**config.mk**
```make
export PLATFORM = sky130hd
export DESIGN_NAME = cht_ctrl
export DESIGN_NICKNAME = d
export VERILOG_FILES = /design/src/sv/cht_pkg.sv /design/src/sv/cht_ctrl.sv
export SDC_FILE = /design/constraint.sdc
export NUM_CORES = 1
export LEC_CHECK = 0
export BUFFER_PORTS_ARGS = -buffer_cell sky130_fd_sc_hd__buf_2
export CORE_AREA = 2 2 39 41
export CTS_CLUSTER_SIZE = 16
export DETAILED_ROUTE_END_ITERATION = 7
export DIE_AREA = 0 0 41 43
export GPL_TIMING_DRIVEN = 0
export PLACE_DENSITY = 0.57
export SYNTH_ARGS = -nofsm -noshare
export SYNTH_HDL_FRONTEND = slang
export SYNTH_SLANG_ARGS = --single-unit
```
**constraint.sdc**
```tcl
create_clock -name i_clk -period 1.7 [get_ports i_clk]
set_clock_uncertainty 0.05 [all_clocks]
set_input_delay 0.34 -clock i_clk [delete_from_list [all_inputs] [get_ports i_clk]]
set_output_delay 0.34 -clock i_clk [all_outputs]
set_load 0.005 [all_outputs]
```
**src/sv/cht_pkg.sv**
```systemverilog
// Package for the chained hash table: operation and status codes, widths.
// No dependencies; used by cht_ctrl, cht_dp and chained_hash_table.
package cht_pkg;
    localparam int KEY_W = 32;
    localparam int HASH_W = 16;
    localparam int BIDX_W = 6;
    localparam int CNT_W = 7;
    localparam int STAT_W = 2;
    localparam logic [CNT_W-1:0] COUNT_RESET = 7'd10;

    typedef enum logic [1:0] {
        MODE_INSERT = 2'd0,
        MODE_REMOVE = 2'd1,
        MODE_LOOKUP = 2'd2,
        MODE_SPARE  = 2'd3
    } t_mode;

    typedef enum logic [STAT_W-1:0] {
        ST_DONE = 2'd0,
        ST_MISS = 2'd1,
        ST_FULL = 2'd2
    } t_status;

    // controller to datapath
    typedef struct packed {
        logic load;      // capture request, start hash
        logic hash_step; // advance hash pipeline
        logic div_start; // load the divider
        logic div_step;  // one quotient bit
        logic scan_rd;   // issue slot read
        logic scan_adv;  // next slot
        logic commit;    // write decision, load output
    } t_cmd;

    // datapath to controller
    typedef struct packed {
        logic init_done; // key RAM clearing pass finished
        logic hash_done;
        logic div_done;
        logic scan_last;
        logic hit;
    } t_sts;
endpackage

```
**src/sv/cht_ctrl.sv**
```systemverilog
// Controller state machine of the chained hash table.
// Depends on cht_pkg.
module cht_ctrl (
    input  logic          i_clk,
    input  logic          i_rst_n,
    input  logic          i_in_valid,
    output logic          o_in_ready,
    output logic          o_out_valid,
    input  logic          i_out_ready,
    output cht_pkg::t_cmd o_cmd,
    input  cht_pkg::t_sts i_sts
);
    import cht_pkg::*;

    typedef enum logic [5:0] {
        S_IDLE = 6'b000001,
        S_HASH = 6'b000010,
        S_DIV  = 6'b000100,
        S_RD   = 6'b001000,
        S_CHK  = 6'b010000,
        S_OUT  = 6'b100000
    } t_state;

    t_state r_state, n_state;

    always_comb begin
        n_state = r_state;
        o_cmd = '0;
        o_in_ready = 1'b0;
        o_out_valid = 1'b0;
        unique case (r_state)
            S_IDLE: begin
                // held off until the key RAM has been cleared
                o_in_ready = i_sts.init_done;
                if (i_in_valid && i_sts.init_done) begin
                    o_cmd.load = 1'b1;
                    n_state = S_HASH;
                end
            end
            S_HASH: begin
                o_cmd.hash_step = 1'b1;
                if (i_sts.hash_done) begin
                    o_cmd.div_start = 1'b1;
                    n_state = S_DIV;
                end
            end
            S_DIV: begin
                o_cmd.div_step = 1'b1;
                if (i_sts.div_done) n_state = S_RD;
            end
            S_RD: begin
                o_cmd.scan_rd = 1'b1;
                n_state = S_CHK;
            end
            S_CHK: begin
                if (i_sts.hit || i_sts.scan_last) begin
                    o_cmd.commit = 1'b1;
                    n_state = S_OUT;
                end else begin
                    o_cmd.scan_adv = 1'b1;
                    n_state = S_RD;
                end
            end
            S_OUT: begin
                o_out_valid = 1'b1;
                if (i_out_ready) n_state = S_IDLE;
            end
            default: n_state = S_IDLE;
        endcase
    end

    always_ff @(posedge i_clk) begin
        if (!i_rst_n) begin
            r_state <= S_IDLE;
        end else begin
            r_state <= n_state;
        end
    end
endmodule

```
==> results of run 1 <==
critical path: cells and delay by family (launching register included):
kind          cells  cell delay (ns)
buf+inv           1             0.14
flops             1             0.35
simple gates      3             0.65
cell families after synthesis:
logic type,synth area share (%)
buffers and inverters,5.06
AO/OA/AOI/OAI,16.5
flip-flops,30.4
AND/OR/NAND/NOR,45.9
XOR/XNOR,2.22
cell type report:
| cell class | instances | area share, % |
|---|---|---|
| Sequential cell | 6 | 21.9 |
| Timing Repair Buffer | 24 | 23.2 |
| Tap cell | 16 | 3.37 |
| Buffer | 1 | 0.842 |
| Multi-Input combinational cell | 37 | 44.4 |
| Inverter | 4 | 2.53 |
| Clock buffer | 3 | 3.79 |
power by group through the flow:
stage / combinational [mW] / sequential [mW] / clock, mW
finish: 0.0677 / 0.146 / 0.132
floorplan: 0.0368 / 0.151 / 0
CTS: 0.0662 / 0.146 / 0.135
global placement: 0.0592 / 0.151 / 0
global route: 0.0759 / 0.146 / 0.143
detailed placement: 0.0591 / 0.151 / 0
layer usage:
layer	routed length, microns	track usage, %
met4	13	8.00
met1	445	17.5
met5	0	0
met2	500	20.3
met3	48	3.66
layout by cell type, fill, tap and decap left out, types with 2 or more instances in the layout:
| master | Yosys | routed |
|---|---|---|
| sky130_fd_sc_hd__and2_1 | 2 | 2 |
| sky130_fd_sc_hd__buf_2 | 1 | 18 |
| sky130_fd_sc_hd__buf_4 | 0 | 7 |
| sky130_fd_sc_hd__clkbuf_4 | 0 | 3 |
| sky130_fd_sc_hd__dfxtp_1 | 6 | 2 |
| sky130_fd_sc_hd__dfxtp_2 | 0 | 2 |
| sky130_fd_sc_hd__dfxtp_4 | 0 | 2 |
| sky130_fd_sc_hd__inv_1 | 4 | 4 |
| sky130_fd_sc_hd__nand2_1 | 2 | 2 |
| sky130_fd_sc_hd__nand3b_1 | 4 | 4 |
| sky130_fd_sc_hd__nor2_1 | 8 | 7 |
| sky130_fd_sc_hd__nor4_2 | 1 | 2 |
| sky130_fd_sc_hd__o2111ai_1 | 2 | 2 |
| sky130_fd_sc_hd__o21a_1 | 2 | 2 |
| sky130_fd_sc_hd__o21ai_0 | 2 | 2 |
final timing paths:
check                          startpoint                       to  cells after the start
setup / recovery  r_state[2]$_SDFFE_PN0P_                 o_cmd[1]                      4
setup reg to reg  r_state[3]$_SDFFE_PN0P_  r_state[3]$_SDFFE_PN0P_                      5
hold reg to reg   r_state[5]$_SDFFE_PN0P_  r_state[0]$_SDFFE_PN1P_                      2
hold / removal                    i_rst_n  r_state[0]$_SDFFE_PN1P_                      2
timing repair:
action / in CTS / in global routing
setup endpoints to repair: 6 / 9
gates resized for setup: 7 / 1
pin swaps: 7 / 2
setup buffers: 7 / 0
metrics by stage:
step / hold slack, ns / area, sq um / instances / setup slack, ns / power [mW]
6_report: 0.301 / 594 / 91 / -0.0716 / 0.346
5_1_grt: 0.302 / 594 / 91 / -0.176 / 0.365
4_1_cts: 0.303 / 588 / 91 / -0.123 / 0.347
3_5_place_dp: 0.557 / 500 / 81 / 0.0966 / 0.210
3_3_place_gp: 0.557 / 500 / 81 / 0.0865 / 0.211
2_1_floorplan: 0.390 / 395 / 48 / 0.298 / 0.187
==> flow_results.org, run 1 <==
** Status
- The run finished, with violations left.
- The final reports fail on negative setup slack.

** Timing
- Slew at the pin closest to its max-slew limit :: 0.278 ns
- After layout, the worst setup slack is -0.0716 ns.
- Number of setup violations in the final report :: 5
- The count of final max-slew check failures came to 0.
- Number of hold violations in the final report :: 0
- Timing would allow up to 564 MHz.
- After layout, the worst path uses 104% of the clock period.
- Measured against its own limit, the worst slew margin works out to 81.3%.
- RSZ-0062 raised after global routing :: true
- Final setup TNS :: -0.249 ns
- Shortest clock period the worst path allows after layout :: roughly 1.8 ns

** Floorplanning
- Number of top-level pins :: 18
- The floorplan step set the die height to 43 microns.
- Die Outline Area :: 1760 sq um
- For this configuration, the core starts out at a cell density of 28.6%.
- Number of placement rows :: 14
- DIE WIDTH :: 41 microns
- Core area :: ~1400 sq um

** Job
- Maxcap violations :: 0

** Clock network
- CTS Sinks :: 6
- Clk Latency, worst-skew pair :: 0.25 ns
- CTS clock-pin slew for the worst setup and hold paths :: 0.04 ns
- CTS tree :: yes
- In this run, CTS created clock tree buffers numbering 3.
- Hold-fix buffers, CTS :: 0
- No sink is reached through more buffers than the 2 on the longest clock path.
- Root buf cell :: sky130_fd_sc_hd__clkbuf_4
- H-tree Lvls :: 1

** Layout
- Final-stage net count :: 86
- The sequential cells in the finished layout cover a total of 130 sq um.
- Multi-input gate area :: 264 sq um
- Area Growth Syn to Fin :: 50.3%
- Register containing the most flip-flops in the final layout :: r_state
- Layout cell share with drive strength beyond 1 :: 52.0%
- The register with the most flip-flops in the layout has 6 of them.
- For this run, the share of the core covered by cells in the final layout is between 40% and 50%.
- 0 antenna diodes ended up in the layout.
- Largest registers ranked by flip-flop count :: r_state: 6 flops
- The filler cells instantiated in the layout total 145.

** Pwr
- Cell internal power was estimated by the tool at approximately 0.26 mW.
- IR analysis of the VDD net gives a maximum drop of 0.000300 V.
- Portion of total power attributed to combinational logic :: between 10% and 20%
- Power spent charging and discharging nets :: 0.0894 mW
- Of the total power, the share spent switching nets is about a quarter.
- Dividing total power by cell area gives a power density of 582 nW/um^2.
- Summed over all cells, the static leakage comes to 0.317 nW.
- Clock share of power :: 38.2%
- In this run, flip-flops and latches consume 42.2% of the power.

** Placed design
- Weighted congestion at the end of routability-driven global placement :: about 0.75
- Input and output buffers added on the ports amount to 17.

** Yosys
- In this run, synthesis produced a sequential element count of 6.
- Cell types with the largest area share after synthesis :: sky130_fd_sc_hd__dfxtp_1 (30%), sky130_fd_sc_hd__nand3b_1 (7.6%), sky130_fd_sc_hd__nor2_1 (7.6%), sky130_fd_sc_hd__nor4_4 (5.4%), sky130_fd_sc_hd__o2111ai_1 (4.4%)
- The cell count after synthesis came out at 48.
- Averaged over all synthesized cells, the footprint is 8.24 sq um.
- Netlist cell types :: 24
- Fraction of synthesis flops using an asynchronous set or reset pin :: 0%
- After synthesis, the largest area contributor takes up 30.4% of total cell area.
- During synthesis, Yosys emitted a total of 0 warnings.
- Cell with the most instances after synthesis :: sky130_fd_sc_hd__nor2_1
- Most instantiated cells after synthesis :: sky130_fd_sc_hd__nor2_1 (8), sky130_fd_sc_hd__dfxtp_1 (6), sky130_fd_sc_hd__inv_1 (4), sky130_fd_sc_hd__nand3b_1 (4)
- Cell accounting for the most synthesized area :: sky130_fd_sc_hd__dfxtp_1
- Among all flip-flop cells after synthesis, the most frequent one is sky130_fd_sc_hd__dfxtp_1.
- The mapped netlist covers ~400 sq um.
- When the netlist entered floorplanning its net count stood at between 50 and 60.
- Post-synth EDFFs :: 0
- Share of synthesized area occupied by flip-flops and latches :: a little under a third

** Global routing
- The via count of the first global-routing pass is approximately 380.
- Pin count of the biggest net entering global routing :: 9
- Wire length of the first global-routing pass :: 1660 microns
- Global routing consumed, over all layers together, between 10% and 20% of the routing resources.
- Global route overflow :: 0
- The number of antenna violations at the first check in global routing is 0.

** Routing
- Wires add up to 1010 microns.
- The routed layout has about 460 vias.
- TritonRoute pass-1 iters :: 2
- Detailed Route Iter0 Violations :: 10
- Average routed wire per standard cell :: between 10 and 15 microns
- Via-to-Cell Ratio :: 5.02
- In the routed design, unresolved DRC markers number 0.
- Once detail routing completed, the nets flagged for antenna violations numbered 0.

** Setup path
- For the worst setup path, the data required time is 1.31 ns.
- Data on the critical path arrives at its endpoint at 1.38 ns.
- Largest stage delay, worst path :: roughly 0.35 ns
- In this run the worst path has a maximum fanout of 3.
- The worst setup path is of the reg -> out kind.
- Chain of cells forming the critical path :: nor4_4 > nand3b_1 > nor3_2 > buf_2
- Among all stages on the critical path, the largest delay is contributed by sky130_fd_sc_hd__dfxtp_4.
- The worst setup path is captured at an output port.
- STA classifies the critical path startpoint as a flop.
- In this run the register-to-register setup slack is 0.20 ns.

** Min path
- Class of the worst hold path :: in -> reg
Note: power is estimated with default switching activity, not from simulation.
==> run 2, diff against run 1 <==
- CELL_PAD_IN_SITES_DETAIL_PLACEMENT: not set -> 1
- CELL_PAD_IN_SITES_GLOBAL_PLACEMENT: not set -> 1
- CORE_AREA: 2 2 39 41 -> not set
- CORE_MARGIN: not set -> 2
- CORE_UTILIZATION: not set -> 30
- DIE_AREA: 0 0 41 43 -> not set
- PLACE_DENSITY: 0.57 -> 0.76
==> flow_results.org, run 2 (synthesized netlist as in run 1, its figures left out) <==
** Clock network
- The clock buffer count from CTS is 3 (unchanged).
- The clock latency of the later-clocked register in the worst-skew pair came to 0.24 ns (was 0.25 ns).
- The clock tree buffer depth is 2 (unchanged).
- The cts-stage hold buffer count was 0 (unchanged).
- The clock-pin slew reported for the worst setup and hold paths after clock tree synthesis was 0.05 ns (was 0.04 ns).
- The count of clock tree sinks is 6 (unchanged).
- H-tree Lvls :: 1 (unchanged)
- The CTS tree was yes (unchanged).
- The cell chosen for the clock root is sky130_fd_sc_hd__clkbuf_4 (unchanged).

** Timing
- Post-route setup slack :: -0.0821 ns (was -0.0716 ns)
- The final clock period utilization by the worst path is 105% (was 104%).
- Final hold slack :: 0.308 ns (was 0.301 ns)
- The final count of negative-setup-slack endpoints is 5 (unchanged).
- Number of hold violations in the final report :: 0 (unchanged)
- The count of final max-slew check failures was 0 (unchanged).
- Fmax :: 561 MHz (was 564 MHz)
- Final setup TNS :: -0.231 ns (was -0.249 ns)
- The post-layout minimum cycle time came to 1.78 ns (was 1.77 ns).
- Slew at the pin closest to its max-slew limit :: 0.250 ns (was 0.278 ns)
- The worst slew margin relative to its limit was 83.2% (was 81.3%).
- RSZ-0062 raised after global routing :: true (unchanged)

** Routing
- The final wirelength was 1120 microns (was 1010 microns).
- The detailed router's first-iteration violation count is 4 (was 10).
- Count of vias placed by the detailed router :: 436 (was 457)
- The detailed-route vias per instance is 4.90 (was 5.02).
- Number of DRC violations after detailed routing :: 0 (unchanged)
- The mean routed wirelength per cell is 12.5 microns (was 11.1 microns).
- TritonRoute pass-1 iters :: 5 (was 2)
- The count of nets left with antenna violations after detail routing is 0 (unchanged).

** Status
- Status :: finished, violations left (unchanged)
- Violated checks :: negative setup slack (unchanged)

** Floorplanning
- Number of placement rows :: 13 (was 14)
- Die Ht :: 40.3 microns (was 43 microns)
- The overall die area is 1620 sq um (was 1760 sq um).
- Initial Utilization :: 31.2% (was 28.6%)
- DIE WIDTH :: 40.3 microns (was 41 microns)
- Number of top-level pins :: 18 (unchanged)
- Core area :: 1270 sq um (was 1380 sq um)

** Layout
- Largest registers ranked by flip-flop count: r_state: 6 flops (unchanged).
- The area added between synthesis and finish was 49.4% (was 50.3%).
- The number of nets in the finished design came to 85 (was 86).
- # diodes :: 0 (unchanged)
- Layout cell share with drive strength beyond 1 :: 51.4% (was 52.0%)
- Most common library cell in the layout ignoring fill and taps :: sky130_fd_sc_hd__buf_2 (unchanged)
- The top register by number of flip-flops was r_state (unchanged).
- Top library cells by usage in the layout, fill and taps aside: sky130_fd_sc_hd__buf_2 (17), sky130_fd_sc_hd__nor2_1 (8), sky130_fd_sc_hd__buf_4 (7) (was sky130_fd_sc_hd__buf_2 (18), sky130_fd_sc_hd__nor2_1 (7), sky130_fd_sc_hd__buf_4 (7), sky130_fd_sc_hd__nand3b_1 (4), sky130_fd_sc_hd__inv_1 (4)).
- The flip-flop count of the largest register after layout is 6 (unchanged).

** Pwr
- The maximum VDD drop came to 0.000307 V (was 0.000300 V).
- Static leakage :: 0.312 nW (was 0.317 nW)
- Pwr dens :: 583 nW/um^2 (was 582 nW/um^2)
- The total power consumption of the routed design is 0.344 mW (was 0.346 mW).

** Setup path
- The slack of the worst reg-to-reg path was 0.20 ns (about the same).
- Number of cell instances on the worst register-to-register path :: 5 (unchanged)
- Largest stage delay, worst path :: 0.35 ns (about the same)
- The endpoint kind of the worst setup timing path is an output port (unchanged).
- Start of the worst register-to-register path :: r_state[3]$_SDFFE_PN0P_ (unchanged)
- The critical path start-end classification is reg -> out (unchanged).
- Worst path arrival time :: 1.39 ns (was 1.38 ns)
- Chain of cells forming the critical path :: nor4_4 > nand3b_1 > buf_4 > nor2_1 > buf_2 (was nor4_4 > nand3b_1 > nor3_2 > buf_2)
- The worst-path cell with the longest stage delay is sky130_fd_sc_hd__dfxtp_4 (unchanged).
- The worst endpoint required time is 1.31 ns (about the same).
- Worst r2r dst :: r_state[3]$_SDFFE_PN0P_ (unchanged)
- Launching element type of the critical path :: flop (unchanged)
- The worst-path maximum fanout was 2 (was 3).

** Global routing
- Met2 layer usage reported by global route :: 29.8% (was 20.3%)
- The global-route wire length before repair came to 1790 microns (was 1660 microns).
- The number of antenna violations at the first check in global routing was 0 (unchanged).
- The global route total overflow came to 0 (unchanged).
- The via count of the first global-routing pass came to 436 (was 381).
- Global-route track usage on met3 :: 1.67% (was 3.66%)
- The combined global-route utilization of all metal layers came to 16.9% (was 13.9%).
- GRT Max-Usage Layer :: met2 (unchanged)
- The global routing usage on met1 was 19.4% (was 17.5%).
- The maximum number of pins on one net before global-route repair is 9 (unchanged).

** Placed design
- Post-DP HPWL :: around 820 microns
- PortBufs :: 17 (unchanged)
- The pre-CTS setup slack was 0.0967 ns (was 0.0966 ns).
- Weighted congestion at the end of routability-driven global placement :: 0.747 (was 0.754)

** Job
- The max-cap check violation count came to 0 (unchanged).

** Min path
- The worst min-delay path startpoint was i_rst_n (unchanged).
- The terminating pin of the worst hold path is r_state[0]$_SDFFE_PN1P_ (unchanged).
- The class of the most critical hold timing path is in -> reg (unchanged).
- Hold path cells :: 2 (unchanged)
run 2: cell types whose count changed in the layout (fill, tap and decap cells not counted):
| cell | before | now |
|---|---|---|
| sky130_fd_sc_hd__dfxtp_1 | 2 | 0 |
| sky130_fd_sc_hd__nor4_2 | 2 | 0 |
| sky130_fd_sc_hd__buf_2 | 18 | 17 |
| sky130_fd_sc_hd__nor2_1 | 7 | 8 |
| sky130_fd_sc_hd__nor4_4 | 1 | 2 |
| sky130_fd_sc_hd__nor4_1 | 1 | 2 |
| sky130_fd_sc_hd__nor2_2 | 1 | 0 |
| sky130_fd_sc_hd__dfxtp_2 | 2 | 4 |
run 2: layout make-up:
type	instances	area [sq um]
fillers	163	678
multi-input cells	37	264
well taps	15	18.8
clock buffers	3	22.5
flip-flops and latches	6	133
repair buffers	24	138
inverters	4	15.0
run 2: worst max-delay path, delay by kind of cell, from the launching register on:
family / cells / cell delay [ns]
buffers and inverters: 2 / 0.28
DFF: 1 / 0.35
and+or+nand+nor: 3 / 0.53
run 2: per-stage QoR:
stage               utilization [%]  cell area [sq um]  std cells
detailed placement             39.3                499         80
global placement               39.3                499         80
global route                   46.5                591         89
finish                         46.5                591         89
CTS                            44.9                569         88
floorplan                         -                395         48
run 2: repair_timing:
item                                    CTS  global route
endpoints found under the hold margin     0             0
endpoints found under the setup margin    8             8
pin swaps                                 6             3
buffers inserted                          5             2
gates resized for setup                   6             3
run 2: worst max path at each step:
stage / startpoint / end / cells past startpoint
2_1_floorplan: r_state[5]$_SDFFE_PN0P_ / o_cmd[4] / 4
3_3_place_gp: r_state[5]$_SDFFE_PN0P_ / o_cmd[1] / 4
3_5_place_dp: r_state[3]$_SDFFE_PN0P_ / o_cmd[1] / 4
4_1_cts: r_state[2]$_SDFFE_PN0P_ / o_cmd[1] / 4
5_1_grt: r_state[3]$_SDFFE_PN0P_ / o_cmd[0] / 5
6_report: r_state[2]$_SDFFE_PN0P_ / o_cmd[0] / 5
run 2: power by group:
part	switching, mW	internal, mW	total, mW
registers	0.0102	0.143	0.153
logic	0.0271	0.0337	0.0607
clock network	0.0505	0.0798	0.130
total	0.0877	0.257	0.344
run 2: layer usage:
layer | part of all wire, % | wire [microns]
met1 | 43 | 476
met2 | 54 | 608
met3 | 2.8 | 31
met4 | 0 | 0
met5 | 0 | 0
